[config.mk]
export PLATFORM = sky130hd
export DESIGN_NAME = run_length_byte_packer
export DESIGN_NICKNAME = d
export VERILOG_FILES = /design/src/hdl/rlbp_pkg.sv /design/src/hdl/rlbp_ram.sv /design/src/hdl/rlbp_ctrl.sv /design/src/hdl/rlbp_dp.sv /design/src/hdl/run_length_byte_packer.sv
export SDC_FILE = /design/constraint.sdc
export NUM_CORES = 2
export LEC_CHECK = 0
export BUFFER_PORTS_ARGS = -buffer_cell sky130_fd_sc_hd__buf_2
export CAP_MARGIN = 10
export CELL_PAD_IN_SITES_DETAIL_PLACEMENT = 0
export CELL_PAD_IN_SITES_GLOBAL_PLACEMENT = 2
export CORE_UTILIZATION = 45
export DETAILED_ROUTE_END_ITERATION = 6
export PLACE_DENSITY = 0.82
export RECOVER_POWER = 50
export SETUP_SLACK_MARGIN = 0.02
export SKIP_CTS_REPAIR_TIMING = 1
export SYNTH_ARGS = -nofsm -noshare
export SYNTH_HDL_FRONTEND = slang
export SYNTH_HIERARCHICAL = 1
export SYNTH_SLANG_ARGS = --single-unit
[constraint.sdc]
create_clock -name clk -period 5.6 [get_ports clk]
set_clock_uncertainty 0.1 [all_clocks]
set_input_delay 1.12 -clock clk [delete_from_list [all_inputs] [get_ports clk]]
set_output_delay 1.12 -clock clk [all_outputs]
set_load 0.1 [all_outputs]
[src/hdl/rlbp_pkg.sv]
package rlbp_pkg;

	// Width of the result bus: out_bytes, byte_count, packed_length, padded to bytes.
	localparam int OUT_TDATA_W = 56;
	localparam int IN_TDATA_W  = 8;

	localparam logic [7:0]  REPEAT_FLAG = 8'h80;
	localparam logic [15:0] LEN_MAX     = 16'hFFFF;
	localparam logic [2:0]  WORD_BYTES  = 3'd4;

	// Source of the byte produced by the run emitter in a given cycle.
	typedef enum logic [2:0] {
		SRC_NONE  = 3'd0,
		SRC_LHDR  = 3'd1,
		SRC_LDATA = 3'd2,
		SRC_RHDR  = 3'd3,
		SRC_RBYTE = 3'd4
	} gen_src_t;

	typedef struct packed {
		logic     load;
		logic     fin;
		logic     clear;
		logic     flush;
		gen_src_t gen;
	} cmd_t;

	typedef struct packed {
		logic emit_take;
		logic lit_first;
		logic rep_nz;
		logic ld_done;
		logic last;
		logic adv;
		logic flush_need;
		logic flush_ok;
	} sts_t;

endpackage

[src/hdl/rlbp_ram.sv]
module rlbp_ram #(
	parameter int WIDTH = 8,
	parameter int DEPTH = 128
) (
	input  logic                     clk,
	input  logic                     we,
	input  logic [$clog2(DEPTH)-1:0] waddr,
	input  logic [WIDTH-1:0]         wdata,
	input  logic                     re,
	input  logic [$clog2(DEPTH)-1:0] raddr,
	output logic [WIDTH-1:0]         rdata
);

	logic [WIDTH-1:0] mem [DEPTH];
	logic [WIDTH-1:0] rdata_q;

	always_ff @(posedge clk) begin
		if (we) begin
			mem[waddr] <= wdata;
		end
		if (re) begin
			rdata_q <= mem[raddr];
		end
	end

	assign rdata = rdata_q;

endmodule

[src/hdl/rlbp_ctrl.sv]
module rlbp_ctrl (
	input  logic           clk,
	input  logic           arst_n,
	input  logic           s_tvalid,
	output logic           s_tready,
	input  rlbp_pkg::sts_t sts,
	output rlbp_pkg::cmd_t cmd
);

	import rlbp_pkg::*;

	typedef enum logic [6:0] {
		ST_IDLE  = 7'b0000001,
		ST_LH    = 7'b0000010,
		ST_LD    = 7'b0000100,
		ST_RH    = 7'b0001000,
		ST_RB    = 7'b0010000,
		ST_FIN   = 7'b0100000,
		ST_FLUSH = 7'b1000000
	} state_t;

	state_t state_q, state_d;
	logic   phase_q;   // set once the end-of-page runs are being sent

	always_comb begin
		cmd      = '0;
		cmd.gen  = SRC_NONE;
		s_tready = 1'b0;
		state_d  = state_q;
		case (state_q)
			ST_IDLE: begin
				s_tready = 1'b1;
				cmd.load = s_tvalid;
				if (s_tvalid) begin
					if (sts.emit_take) begin
						state_d = sts.lit_first ? ST_LH : ST_RH;
					end else begin
						state_d = ST_FIN;
					end
				end
			end
			ST_LH: begin
				cmd.gen = SRC_LHDR;
				if (sts.adv) begin
					state_d = ST_LD;
				end
			end
			ST_LD: begin
				cmd.gen = SRC_LDATA;
				if (sts.adv && sts.ld_done) begin
					if (sts.rep_nz) begin
						state_d = ST_RH;
					end else begin
						cmd.clear = 1'b1;
						state_d   = phase_q ? ST_FLUSH : ST_FIN;
					end
				end
			end
			ST_RH: begin
				cmd.gen = SRC_RHDR;
				if (sts.adv) begin
					state_d = ST_RB;
				end
			end
			ST_RB: begin
				cmd.gen = SRC_RBYTE;
				if (sts.adv) begin
					cmd.clear = 1'b1;
					state_d   = phase_q ? ST_FLUSH : ST_FIN;
				end
			end
			ST_FIN: begin
				cmd.fin = 1'b1;
				if (sts.last) begin
					state_d = sts.lit_first ? ST_LH : ST_RH;
				end else if (sts.flush_need) begin
					state_d = ST_FLUSH;
				end else begin
					state_d = ST_IDLE;
				end
			end
			ST_FLUSH: begin
				cmd.flush = 1'b1;
				if (sts.flush_ok) begin
					state_d = ST_IDLE;
				end
			end
			default: begin
				state_d = ST_IDLE;
			end
		endcase
	end

	always_ff @(posedge clk or negedge arst_n) begin
		if (!arst_n) begin
			state_q <= ST_IDLE;
			phase_q <= 1'b0;
		end else begin
			state_q <= state_d;
			if (cmd.load) begin
				phase_q <= 1'b0;
			end else if (cmd.fin && sts.last) begin
				phase_q <= 1'b1;
			end
		end
	end

endmodule

[src/hdl/rlbp_dp.sv]
module rlbp_dp #(
	parameter int RUN_LIMIT = 128
) (
	input  logic                                 clk,
	input  logic                                 arst_n,
	input  rlbp_pkg::cmd_t                       cmd,
	output rlbp_pkg::sts_t                       sts,
	input  logic [rlbp_pkg::IN_TDATA_W-1:0]      s_tdata,
	input  logic                                 s_tlast,
	input  logic                                 cfg_valid,
	input  logic                                 cfg_data,
	input  logic                                 m_tready,
	output logic                                 m_tvalid,
	output logic [rlbp_pkg::OUT_TDATA_W-1:0]     m_tdata,
	output logic                                 m_tlast
);

	import rlbp_pkg::*;

	localparam int            CW     = $clog2(RUN_LIMIT + 1);
	localparam int            AW     = $clog2(RUN_LIMIT);
	localparam logic [CW-1:0] LIM_M1 = CW'(RUN_LIMIT - 1);
	localparam int            PAD_W  = OUT_TDATA_W - 51;

	logic          measure_q;
	logic [7:0]    prev_q;
	logic [7:0]    cur_q;
	logic          last_q;
	logic [CW-1:0] lit_q;
	logic [CW-1:0] rep_q;
	logic [CW-1:0] rd_q;
	logic          in_rep_q;
	logic          started_q;
	logic [15:0]   total_q;
	logic [31:0]   pk_word_q;
	logic [2:0]    pk_cnt_q;

	logic                   m_tvalid_q;
	logic                   m_tlast_q;
	logic [OUT_TDATA_W-1:0] m_tdata_q;

	logic          eq_take;
	logic          out_free;
	logic          adv;
	logic          gen_fire;
	logic          byte_push;
	logic          push_full;
	logic          push_flush;
	logic          flush_need;
	logic          ld_done;
	logic [7:0]    gen_byte;
	logic [7:0]    lit_m1;
	logic [7:0]    rep_m1;
	logic          ram_we;
	logic [AW-1:0] ram_waddr;
	logic [7:0]    ram_wdata;
	logic          ram_re;
	logic [AW-1:0] ram_raddr;
	logic [7:0]    ram_rdata;

	assign eq_take    = (s_tdata == prev_q);
	assign out_free   = !m_tvalid_q || m_tready;
	assign adv        = measure_q || (pk_cnt_q != WORD_BYTES) || out_free;
	assign gen_fire   = (cmd.gen != SRC_NONE) && adv;
	assign byte_push  = gen_fire && !measure_q;
	assign push_full  = byte_push && (pk_cnt_q == WORD_BYTES);
	assign flush_need = measure_q ? last_q : (pk_cnt_q != 3'd0);
	assign push_flush = cmd.flush && flush_need && out_free;
	assign ld_done    = (rd_q == lit_q);

	always_comb begin
		sts            = '0;
		sts.emit_take  = started_q && (in_rep_q ? (!eq_take || (rep_q == LIM_M1))
		                                        : (!eq_take && (lit_q == LIM_M1)));
		sts.lit_first  = !in_rep_q || (lit_q != '0);
		sts.rep_nz     = (rep_q != '0);
		sts.ld_done    = ld_done;
		sts.last       = last_q;
		sts.adv        = adv;
		sts.flush_need = flush_need;
		sts.flush_ok   = !flush_need || out_free;
	end

	// Headers carry the run length minus one in the low seven bits.
	assign lit_m1 = 8'(lit_q) - 8'd1;
	assign rep_m1 = 8'(rep_q) - 8'd1;

	always_comb begin
		case (cmd.gen)
			SRC_LHDR:  gen_byte = {1'b0, lit_m1[6:0]};
			SRC_LDATA: gen_byte = ram_rdata;
			SRC_RHDR:  gen_byte = REPEAT_FLAG | {1'b0, rep_m1[6:0]};
			SRC_RBYTE: gen_byte = prev_q;
			default:   gen_byte = 8'h00;
		endcase
	end

	// Literal store: the held byte goes in when a new unequal byte arrives,
	// the final byte goes in at page end when no repeat is open.
	assign ram_we    = (cmd.load && started_q && !in_rep_q && !eq_take) ||
	                   (cmd.fin && last_q && !in_rep_q);
	assign ram_waddr = lit_q[AW-1:0];
	assign ram_wdata = cmd.load ? prev_q : cur_q;
	assign ram_re    = adv && ((cmd.gen == SRC_LHDR) || ((cmd.gen == SRC_LDATA) && !ld_done));
	assign ram_raddr = (cmd.gen == SRC_LHDR) ? '0 : rd_q[AW-1:0];

	rlbp_ram #(
		.WIDTH(8),
		.DEPTH(RUN_LIMIT)
	) u_store (
		.clk   (clk),
		.we    (ram_we),
		.waddr (ram_waddr),
		.wdata (ram_wdata),
		.re    (ram_re),
		.raddr (ram_raddr),
		.rdata (ram_rdata)
	);

	always_ff @(posedge clk or negedge arst_n) begin
		if (!arst_n) begin
			measure_q <= 1'b0;
			prev_q    <= 8'h00;
			last_q    <= 1'b0;
			lit_q     <= '0;
			rep_q     <= '0;
			rd_q      <= '0;
			in_rep_q  <= 1'b0;
			started_q <= 1'b0;
			total_q   <= 16'h0000;
			pk_cnt_q  <= 3'd0;
		end else begin
			if (cfg_valid) begin
				measure_q <= cfg_data;
			end

			if (cmd.load) begin
				last_q <= s_tlast;
				if (!started_q) begin
					lit_q     <= '0;
					rep_q     <= '0;
					in_rep_q  <= 1'b0;
					started_q <= 1'b1;
				end else if (!in_rep_q) begin
					if (eq_take) begin
						rep_q    <= CW'(1);
						in_rep_q <= 1'b1;
					end else begin
						lit_q <= lit_q + CW'(1);
					end
				end else begin
					rep_q <= rep_q + CW'(1);
				end
			end else if (cmd.fin) begin
				prev_q <= cur_q;
				if (last_q) begin
					started_q <= 1'b0;
					if (!in_rep_q) begin
						lit_q <= lit_q + CW'(1);
					end else begin
						rep_q <= rep_q + CW'(1);
					end
				end
			end else if (cmd.clear) begin
				lit_q    <= '0;
				rep_q    <= '0;
				in_rep_q <= 1'b0;
			end

			// Read pointer runs one entry ahead of the byte being sent.
			if (adv && (cmd.gen == SRC_LHDR)) begin
				rd_q <= CW'(1);
			end else if (adv && (cmd.gen == SRC_LDATA) && !ld_done) begin
				rd_q <= rd_q + CW'(1);
			end

			if (cmd.load && !started_q) begin
				total_q <= 16'h0000;
			end else if (gen_fire && (total_q != LEN_MAX)) begin
				total_q <= total_q + 16'd1;
			end

			if (cmd.load) begin
				pk_cnt_q <= 3'd0;
			end else if (byte_push) begin
				pk_cnt_q <= push_full ? 3'd1 : pk_cnt_q + 3'd1;
			end
		end
	end

	always_ff @(posedge clk) begin
		if (cmd.load) begin
			cur_q     <= s_tdata;
			pk_word_q <= 32'h0;
		end else if (byte_push) begin
			if (push_full) begin
				pk_word_q <= {24'h0, gen_byte};
			end else begin
				pk_word_q[{pk_cnt_q[1:0], 3'b000} +: 8] <= gen_byte;
			end
		end
	end

	// Output register.
	always_ff @(posedge clk or negedge arst_n) begin
		if (!arst_n) begin
			m_tvalid_q <= 1'b0;
		end else if (push_full || push_flush) begin
			m_tvalid_q <= 1'b1;
		end else if (m_tready) begin
			m_tvalid_q <= 1'b0;
		end
	end

	always_ff @(posedge clk) begin
		if (push_full) begin
			m_tdata_q <= {PAD_W'(0), total_q, WORD_BYTES, pk_word_q};
			m_tlast_q <= 1'b0;
		end else if (push_flush) begin
			if (measure_q) begin
				m_tdata_q <= {PAD_W'(0), total_q, 3'd0, 32'h0};
			end else begin
				m_tdata_q <= {PAD_W'(0), total_q, pk_cnt_q, pk_word_q};
			end
			m_tlast_q <= last_q;
		end
	end

	assign m_tvalid = m_tvalid_q;
	assign m_tdata  = m_tdata_q;
	assign m_tlast  = m_tlast_q;

endmodule

[src/hdl/run_length_byte_packer.sv]
// Takes one byte per item; an item that closes no run goes through an accept step and a finish step.
// Sending a literal run emits its header and then its stored bytes, and a repeat run its header and the byte,
// one byte per cycle through the run emitter unless an output stall holds it; a partly filled word is then flushed.
// Output words leave through a single output register; a stall on it holds the emitter.
// Reset (arst_n, asynchronous, active low) clears all control state and measure_only;
// the literal store is not cleared and is only read after it has been written.
module run_length_byte_packer #(
	parameter int RUN_LIMIT = 128
) (
	input  logic                             clk,
	input  logic                             arst_n,
	// Input bytes.
	input  logic                             s_tvalid,
	output logic                             s_tready,
	input  logic [rlbp_pkg::IN_TDATA_W-1:0]  s_tdata,  // [7:0] in_byte
	input  logic                             s_tlast,  // last_byte
	// Packed output words.
	output logic                             m_tvalid,
	input  logic                             m_tready,
	output logic [rlbp_pkg::OUT_TDATA_W-1:0] m_tdata,  // [31:0] out_bytes, [34:32] byte_count,
	                                                    // [50:35] packed_length, [55:51] zero
	output logic                             m_tlast,  // page_end
	// Configuration: measure_only.
	input  logic                             cfg_valid,
	output logic                             cfg_ready,
	input  logic                             cfg_data
);

	import rlbp_pkg::*;

	cmd_t cmd;
	sts_t sts;

	// The register is only written while the block is idle, between items.
	assign cfg_ready = s_tready;

	// The controller sequences each item: intake and the run-length update, the
	// literal and repeat runs that the byte closes, the page-end runs, and a final
	// flush of the partly filled output word.
	rlbp_ctrl u_ctrl (
		.clk      (clk),
		.arst_n   (arst_n),
		.s_tvalid (s_tvalid),
		.s_tready (s_tready),
		.sts      (sts),
		.cmd      (cmd)
	);

	// The datapath holds the run counters, the literal store, the four-byte
	// packer and the output register.
	rlbp_dp #(
		.RUN_LIMIT(RUN_LIMIT)
	) u_dp (
		.clk       (clk),
		.arst_n    (arst_n),
		.cmd       (cmd),
		.sts       (sts),
		.s_tdata   (s_tdata),
		.s_tlast   (s_tlast),
		.cfg_valid (cfg_valid && cfg_ready),
		.cfg_data  (cfg_data),
		.m_tready  (m_tready),
		.m_tvalid  (m_tvalid),
		.m_tdata   (m_tdata),
		.m_tlast   (m_tlast)
	);

	// Items are worked on one at a time: intake closes right after an accept.
	a_one_at_a_time: assert property (@(posedge clk) disable iff (!arst_n)
		s_tvalid && s_tready |=> !s_tready)
		else $error("input accepted while the previous item is still in work");

	// A word never carries more than four bytes.
	a_count_range: assert property (@(posedge clk) disable iff (!arst_n)
		m_tvalid |-> (m_tdata[34:32] <= WORD_BYTES))
		else $error("byte_count above four");

	// A result without bytes only appears as the page-end length report.
	a_empty_is_end: assert property (@(posedge clk) disable iff (!arst_n)
		m_tvalid && (m_tdata[34:32] == 3'd0) |-> m_tlast)
		else $error("empty result before page end");

	// Output data holds while a result waits.
	a_out_hold: assert property (@(posedge clk) disable iff (!arst_n)
		m_tvalid && !m_tready |=> m_tvalid && $stable(m_tdata) && $stable(m_tlast))
		else $error("waiting result changed");

endmodule
==> results.json <==
{
  "layout-drive-gt1-share": 0.233,
  "power.switching_w": 0.00667,
  "power_density_nw_per_um2": 446,
  "met2WireLength_um": 54000,
  "ys_types": 77,
  "htree_levels": 3,
  "cts.sinks": 1188,
  "area_growth_pct": 12.4,
  "start_util": 0.454,
  "ys.flop_type": "edfxtp_1",
  "die_y_um": 328,
  "dp_hpwl_um": 69100,
  "boundaryPins": 75,
  "async_flop_share": 0.0539,
  "cp-end-kind": "flip-flop",
  "synth_edf_count": 1088,
  "status": "complete, but fails checks",
  "die_area_um2": 108000,
  "clock_path_buffers": 3,
  "min_path_type": "flip-flop to flip-flop",
  "switching_share": 0.278,
  "fp.dieW_um": 328,
  "gp_congestion": 0.844,
  "yosysWarnings": 6,
  "cts_made_buffers": 114,
  "min_period_over_period": 0.943,
  "met3_length_um": 8620,
  "cts-root-buf": "clkbuf_16",
  "fmax_ghz": 0.189,
  "internal_power_w": 0.0173,
  "grt_remaining_overflow": 0,
  "arrival_ns": 5.62,
  "dr.pass1.iters": 5,
  "cp_slowest_stage_delay_ns": 0.58,
  "grt_pass1_wl_um": 164000,
  "worst_pin_slew_ns": 3.79,
  "max_slew_margin": -1.53,
  "cpMostUsedCell": "mux4_2",
  "top_layer": "met5",
  "path_class": "flip-flop to flip-flop",
  "final.setup.tns_ns": 0,
  "p_clk_frac": 0.321,
  "first_iter_violations": 2788,
  "cts_tree": "done",
  "power_frac_comb": 0.215,
  "irDropWorstVdd_mv": 0.374,
  "grt_pass1_vias": 24437,
  "grt_max_degree": 109,
  "critPathLaunchType": "flip-flop",
  "vias": 24317,
  "worst_slack_ns": 0.322,
  "fin_nets": 2607,
  "crit_fanout": 58,
  "grt_use_total": 0.208,
  "wl_per_cell_um": 27.3,
  "place_ws_ns": 0.501,
  "placed_area_um2": 50200,
  "drc": 0,
  "routed_wl_um": 111000,
  "core_um2": 105000,
  "cp_slowest_cell": "mux4_2",
  "synth.avg_cell_area_um2": 19.7,
  "setup_viol": 0,
  "insertion_delay_ns": 0.71,
  "netlist_area_um2": 47800,
  "rows": 119,
  "grt_setup_unrepaired": "false",
  "io_buffers": 69,
  "ant_nets": 0,
  "worstPathCellList": "nor4_1 > nand2b_1 > and2b_2 > nor2_1 > buf_4 > nor2b_4 > buf_4 > buf_12 > mux4_2 > mux4_2 > mux4_2 > mux2_2",
  "synth_seq_cells": 1188,
  "seq_area_frac_synth": 0.732,
  "viasPerCell": 5.97,
  "antenna_found_initial": 1,
  "whs_ns": 0.368,
  "timing_hold_violations_final": 0,
  "seqPwrFrac": 0.464,
  "p_leak_nw": 16.8,
  "fin_area_um2": 53700,
  "slew_viol_final": 798,
  "met1_length_um": 45300,
  "finalCriticalPeriod_ns": 5.28,
  "cp.required_ns": 5.94,
  "violations": "max-capacitance violations, max-slew violations",
  "maxCapViolations": 9,
  "path_clk_slew_ns": 0.06,
  "synthCells": 2428
}
-- worst max-delay path: cells and delay by family (launching register included) --
kind | cells | cell delay (ns)
buffers and inverters | 3 | 0.85
DFF | 1 | 0.48
muxes | 4 | 2.00
and+or+nand+nor | 5 | 1.43
-- flip-flops by register name (all words and copies together) (netlist names) --
| signal | flops |
|---|---|
| u_dp/in_rep_q | 1 |
| u_dp/pk_cnt_q | 3 |
| u_dp/rd_q | 8 |
| u_dp/m_tlast | 1 |
| u_dp/measure_q | 1 |
| u_dp/pk_word_q | 32 |
| u_ctrl/state_q | 7 |
| u_dp/cur_q | 8 |
| u_dp/u_store/rdata | 8 |
| u_dp/m_tdata | 51 |
| u_ctrl/phase_q | 1 |
| u_dp/started_q | 1 |
| u_dp/lit_q | 8 |
| u_dp/rep_q | 8 |
| u_dp/last_q | 1 |
| u_dp/u_store/mem | 1024 |
| u_dp/m_tvalid | 1 |
| u_dp/prev_q | 8 |
| u_dp/total_q | 16 |
-- kinds of logic (layout without fill, tap and decap cells) --
group	count (synthesis)	in the layout	synth area share
DFF	1188	1188	0.732
and+or+nand+nor	488	488	0.0511
muxes	378	378	0.168
AOI/OAI and AO/OA	169	169	0.0242
buffers and inverters	162	409	0.0160
xor gates and xnor gates	29	29	0.00531
adders and majority gates	13	13	0.00340
other	1	6	0.0000785
-- synthesized netlist by cell type, drive strengths merged (34+ instances only) --
cell    count  area [µm²]
and2       56         352
a22oi      34         255
buf        72         427
clkbuf     69         259
dfrtp      63        1580
nand2      59         221
mux4      336        7570
edfxtp   1088       32700
nor2      189         712
o21ai      36         180
dfxtp      36         721
nand3      38         190
-- final cells by class --
cell class | count | area (µm²)
multi-input combinational | 1082 | 12100
tap | 1391 | 1740
inverter | 21 | 78.8
clock inverter | 78 | 796
antenna | 1 | 2.50
fill | 8271 | 51600
timing repair buffer | 172 | 1070
clock buffer | 138 | 2960
sequential | 1188 | 35000
-- final timing paths --
kind,depth (start not counted),to,slack [ns],from
setup / recovery,12,u_dp/u_store/rdata[6]$_DFFE_PP_,0.32,u_ctrl/state_q[1]$_DFFE_PN0P_
hold / removal,2,u_dp/pk_word_q[28]$_SDFFE_PP0P_,0.37,u_dp/pk_word_q[28]$_SDFFE_PP0P_
setup reg to reg,12,u_dp/u_store/rdata[6]$_DFFE_PP_,0.32,u_ctrl/state_q[1]$_DFFE_PN0P_
hold reg to reg,2,u_dp/pk_word_q[28]$_SDFFE_PP0P_,0.37,u_dp/pk_word_q[28]$_SDFFE_PP0P_
max in group asynchronous,2,u_dp/prev_q[1]$_DFFE_PN0P_,1.53,arst_n
min in group asynchronous,2,u_dp/pk_cnt_q[1]$_DFFE_PN0P_,1.73,arst_n
-- per-layer routing --
layer | track usage | up-vias
met5 | 0 | -
met4 | 0.0644 | 2
met3 | 0.0382 | 184
met2 | 0.337 | 1040
met1 | 0.288 | 12873
li1 | - | 10218
-- placed cells by master, fill, tap and decap left out, types with 29 or more instances in the layout --
cell type | netlist | layout
a21oi_1 | 32 | 32
a22oi_1 | 34 | 34
and2_1 | 55 | 33
buf_4 | 22 | 64
clkbuf_1 | 69 | 113
clkbuf_16 | 0 | 115
clkinv_1 | 0 | 37
dfrtp_1 | 63 | 63
dfxtp_1 | 36 | 36
edfxtp_1 | 1088 | 1088
mux4_2 | 336 | 336
nand2_1 | 59 | 59
nand3_1 | 38 | 38
nor2_1 | 188 | 188
nor3_1 | 28 | 29
o21ai_0 | 33 | 34
-- power groups by stage --
stage / sequential, W / combinational, W / clock [W]
5_1_grt: 0.0111 / 0.00552 / 0.00816
4_1_cts: 0.0111 / 0.00529 / 0.00785
3_5_place_dp: 0.0113 / 0.00529 / 0
6_report: 0.0111 / 0.00516 / 0.00769
2_1_floorplan: 0.0112 / 0.00360 / 0
3_3_place_gp: 0.0112 / 0.00512 / 0
-- per-stage QoR --
step	total power [W]	util	std cells
floorplan	0.0148	-	2432
global placement	0.0164	0.477	3853
detailed placement	0.0165	0.477	3853
CTS	0.0242	0.512	4069
global route	0.0248	0.510	4070
finish	0.0239	0.510	4071
Power figures use the tool's default switching activity.
